<file path="src/rtl/ffas_rem.sv">
// Iterative restoring remainder unit, one dividend bit per cycle.
module ffas_rem (
    input  logic        i_clk,
    input  logic        i_rst_n,
    input  logic        i_start,
    input  logic [32:0] i_dividend,
    input  logic [31:0] i_divisor,
    output logic        o_done,
    output logic [31:0] o_rem
);

    logic [32:0] r_dvd;
    logic [31:0] r_dsr;
    logic [31:0] r_rem;
    logic [5:0]  r_cnt;
    logic        r_run;
    logic        r_done;
    logic [32:0] trial;
    logic [32:0] diff;

    // Shift in the next dividend bit and try the subtraction
    assign trial = {r_rem, r_dvd[32]};
    assign diff  = trial - {1'b0, r_dsr};

    // Control: run for one cycle per dividend bit
    always_ff @(posedge i_clk) begin
        if (!i_rst_n) begin
            r_run  <= 1'b0;
            r_done <= 1'b0;
            r_cnt  <= '0;
        end else begin
            r_done <= 1'b0;
            if (i_start) begin
                r_run <= 1'b1;
                r_cnt <= 6'd33;
            end else if (r_run) begin
                r_cnt <= r_cnt - 6'd1;
                if (r_cnt == 6'd1) begin
                    r_run  <= 1'b0;
                    r_done <= 1'b1;
                end
            end
        end
    end

    // Datapath: partial remainder and dividend shifter
    always_ff @(posedge i_clk) begin
        if (i_start) begin
            r_dvd <= i_dividend;
            r_dsr <= i_divisor;
            r_rem <= '0;
        end else if (r_run) begin
            r_dvd <= {r_dvd[31:0], 1'b0};
            if (trial >= {1'b0, r_dsr}) begin
                r_rem <= diff[31:0];
            end else begin
                r_rem <= trial[31:0];
            end
        end
    end

    assign o_done = r_done;
    assign o_rem  = r_rem;

endmodule

</file>
<file path="config.mk">
export PLATFORM = sky130hd
export DESIGN_NAME = ffas_rem
export DESIGN_NICKNAME = d
export VERILOG_FILES = /design/src/rtl/ffas_rem.sv
export SDC_FILE = /design/constraint.sdc
export NUM_CORES = 1
export LEC_CHECK = 0
export BUFFER_PORTS_ARGS = -buffer_cell sky130_fd_sc_hd__buf_2
export CORE_UTILIZATION = 30
export CTS_CLUSTER_DIAMETER = 30
export DETAILED_ROUTE_END_ITERATION = 10
export PLACE_DENSITY_LB_ADDON = 0.12
export RECOVER_POWER = 50
export SYNTH_ARGS = -nofsm -noshare
export SYNTH_HDL_FRONTEND = slang
export SYNTH_SLANG_ARGS = --single-unit
</file>
<file path="constraint.sdc">
create_clock -name i_clk -period 3.1 [get_ports i_clk]
set_input_delay 0.62 -clock i_clk [delete_from_list [all_inputs] [get_ports i_clk]]
set_output_delay 0.62 -clock i_clk [all_outputs]
set_load 0.03 [all_outputs]
</file>
==> flow_metrics.tcl <==
set metrics [dict create \
    clk_path_buf_depth 2 \
    antenna_found_initial 0 \
    clk_pin_slew_ns 0.09 \
    crit_required_ns 3.38 \
    routed_wl_mm 14.07 \
    avgViaCountPerCell 4.803 \
    p_per_area_mw_per_mm2 546.1 \
    fmax_ghz 0.3424 \
    fin_cells 946 \
    wl_per_cell_um 14.87 \
    nets 784 \
    fin_tns_setup_ns 0 \
    crit_fanout 5 \
    port_buffers 100 \
    slew_headroom 0.3781 \
    p_leak_nw 2.854 \
    yosysWarningCount 0 \
    cp-end-kind "flip-flop" \
    num_io_pins 101 \
    grt_max_degree 43 \
    yosys-top-cells-area "edfxtp_1 (34%), dfxtp_1 (14%), ha_1 (7.3%)" \
    setup_viol 0 \
    first_pass_iters 4 \
    core_mm2 0.01889 \
    hold_ws_ns 0.4256 \
    setup_ws_ns 0.1791 \
    hpwlAfterDp_mm 10.43 \
    synth_edf_count 65 \
    die_area_mm2 0.01998 \
    yosysSeqAreaShare 0.4726 \
    synth_cells 577 \
    p_total_mw 3.802 \
    syn_to_final_growth_pct 19.55 \
    maxCapViolCount 0 \
    grt_first_pass_wirelength_mm 22.86 \
    ys_ff_latch 105 \
    critPathKind "reg -> reg" \
    post-place-ws_ns 0.05326 \
    outcome "finished clean" \
    drv_slew 0 \
    fin_crit_ns 2.921 \
    ir_worst_vdd_mv 0.2441 \
    cts_inserted_buffers 9 \
    post-route-period-util 0.9422 \
    grt_use_total 0.1473 \
    async_reset_ff_frac 0 \
    grt-ovfl-total 0 \
    cts_tree "done" \
    syn_nets 680 \
    avgSynthCellArea_um2 10.09 \
    chipWidth_um 141.3 \
    worstMarginPinSlew_ns 0.9329 \
    synth_area_mm2 0.005824 \
    row_count 50 \
    grt_pass1_vias 4528 \
    rsz0062_at_grt "no" \
    fin_skew_ns 0.02072 \
    worst_setup_path_start_kind "flip-flop" \
    cts_sinks 105 \
    root_buffer "clkbuf_16" \
    final_common_cell "buf_2" \
    cp.arrival_ns 3.20 \
    hold_viol 0 \
    die_height_um 141.3 \
    synth.distinct_cells 58 \
    h-tree-depth 3 \
    ant_nets 0 \
    yosysTopAreaCell "edfxtp_1" \
    dpl.cell_count 929 \
    min_path_type "in -> reg" \
    final_cell_mix "buf_2 (73), edfxtp_1 (65), nor2_1 (59), a21oi_1 (56), inv_1 (47)" \
    initial_core_util 0.3083 \
    netlist.area_leader.share 0.3351 \
    antenna_cells 0 \
    drc 0 \
    drive_gt1_frac 0.2187 \
    drt_iter0_drc 254 \
    synthFlopType "edfxtp_1" \
    dr_total_vias 4544 \
    insertion_delay_ns 0.36 \
    place_congestion 0.8351 \
]
## synthesized netlist by cell type (10+ instances only)
cell and n:
mux2_2 33, xnor2_1 14, a211oi_1 19, ha_1 34, a21oi_1 59, inv_1 47
xor2_1 17, edfxtp_1 65, dfxtp_1 40, nor2_1 59, o21ai_0 33, nand2_1 38
clkbuf_1 10
## layout make-up
class / count / area, um2
fillers: 1977 / 11930
multi-input cells: 405 / 2826
inverters: 48 / 183.9
repair buffers: 112 / 566.8
well taps: 260 / 325.3
clock buffers: 9 / 225.2
flip-flops and latches: 105 / 2753
clock inverters: 7 / 82.58
## metrics by stage
stage	util	cell area, um2
after floorplan	-	5824
after global placement	0.3527	6664
after detailed placement	0.3527	6664
after CTS	0.3690	6972
after global routing	0.3685	6963
final	0.3685	6963
## per-layer routing
layer	global-route usage	vias to the layer above	part of all wire
met4	0.05320	0	0.015
met3	0.04185	15	0.053
met2	0.2436	100	0.48
li1	-	2290	-
met1	0.1825	2139	0.46
met5	0	-	0
## critical path, stage by stage, from the launching register on
cell      delay (ns)
edfxtp_1        0.36
inv_1           0.08
ha_1            0.29
a21oi_2         0.23
o211ai_1        0.14
a221oi_1        0.32
o21ai_1         0.16
o21a_2          0.28
a21boi_0        0.50
o21ba_2         0.23
o211ai_1        0.08
a211oi_1        0.20
## where the power goes
part / internal (mW) / switching [mW] / total, mW
registers: 1.62 / 0.0676 / 1.69
logic: 0.370 / 0.567 / 0.937
clock network: 0.578 / 0.600 / 1.18
## final timing paths
check	from	end	slack, ns	cells after the start
setup / recovery	r_dsr[18]	o_rem[31]	0.18	11
hold / removal	i_divisor[9]	r_dsr[9]	0.43	1
setup reg to reg	r_dsr[18]	o_rem[31]	0.18	11
hold reg to reg	r_cnt[1]	r_cnt[1]	0.50	2
## registers in the layout, indices dropped and copies added, names as in the netlist
signal  count
r_dsr      32
o_done      1
r_run       1
o_rem      32
r_cnt       6
r_dvd      33
## what timing repair did
action,4_1_cts,5_1_grt
hold buffers,0,0
setup endpoints to repair,0,23
buffers inserted,0,1
gates resized for setup,0,7
## kinds of logic after synthesis
logic type,share of synthesized area
buf+inv,0.04661
mux,0.07583
compound gates,0.1764
xor+xnor,0.04662
simple gates,0.1055
flops,0.4726
fa+ha+maj,0.07648
No activity file was read; power rests on OpenSTA's default activity.
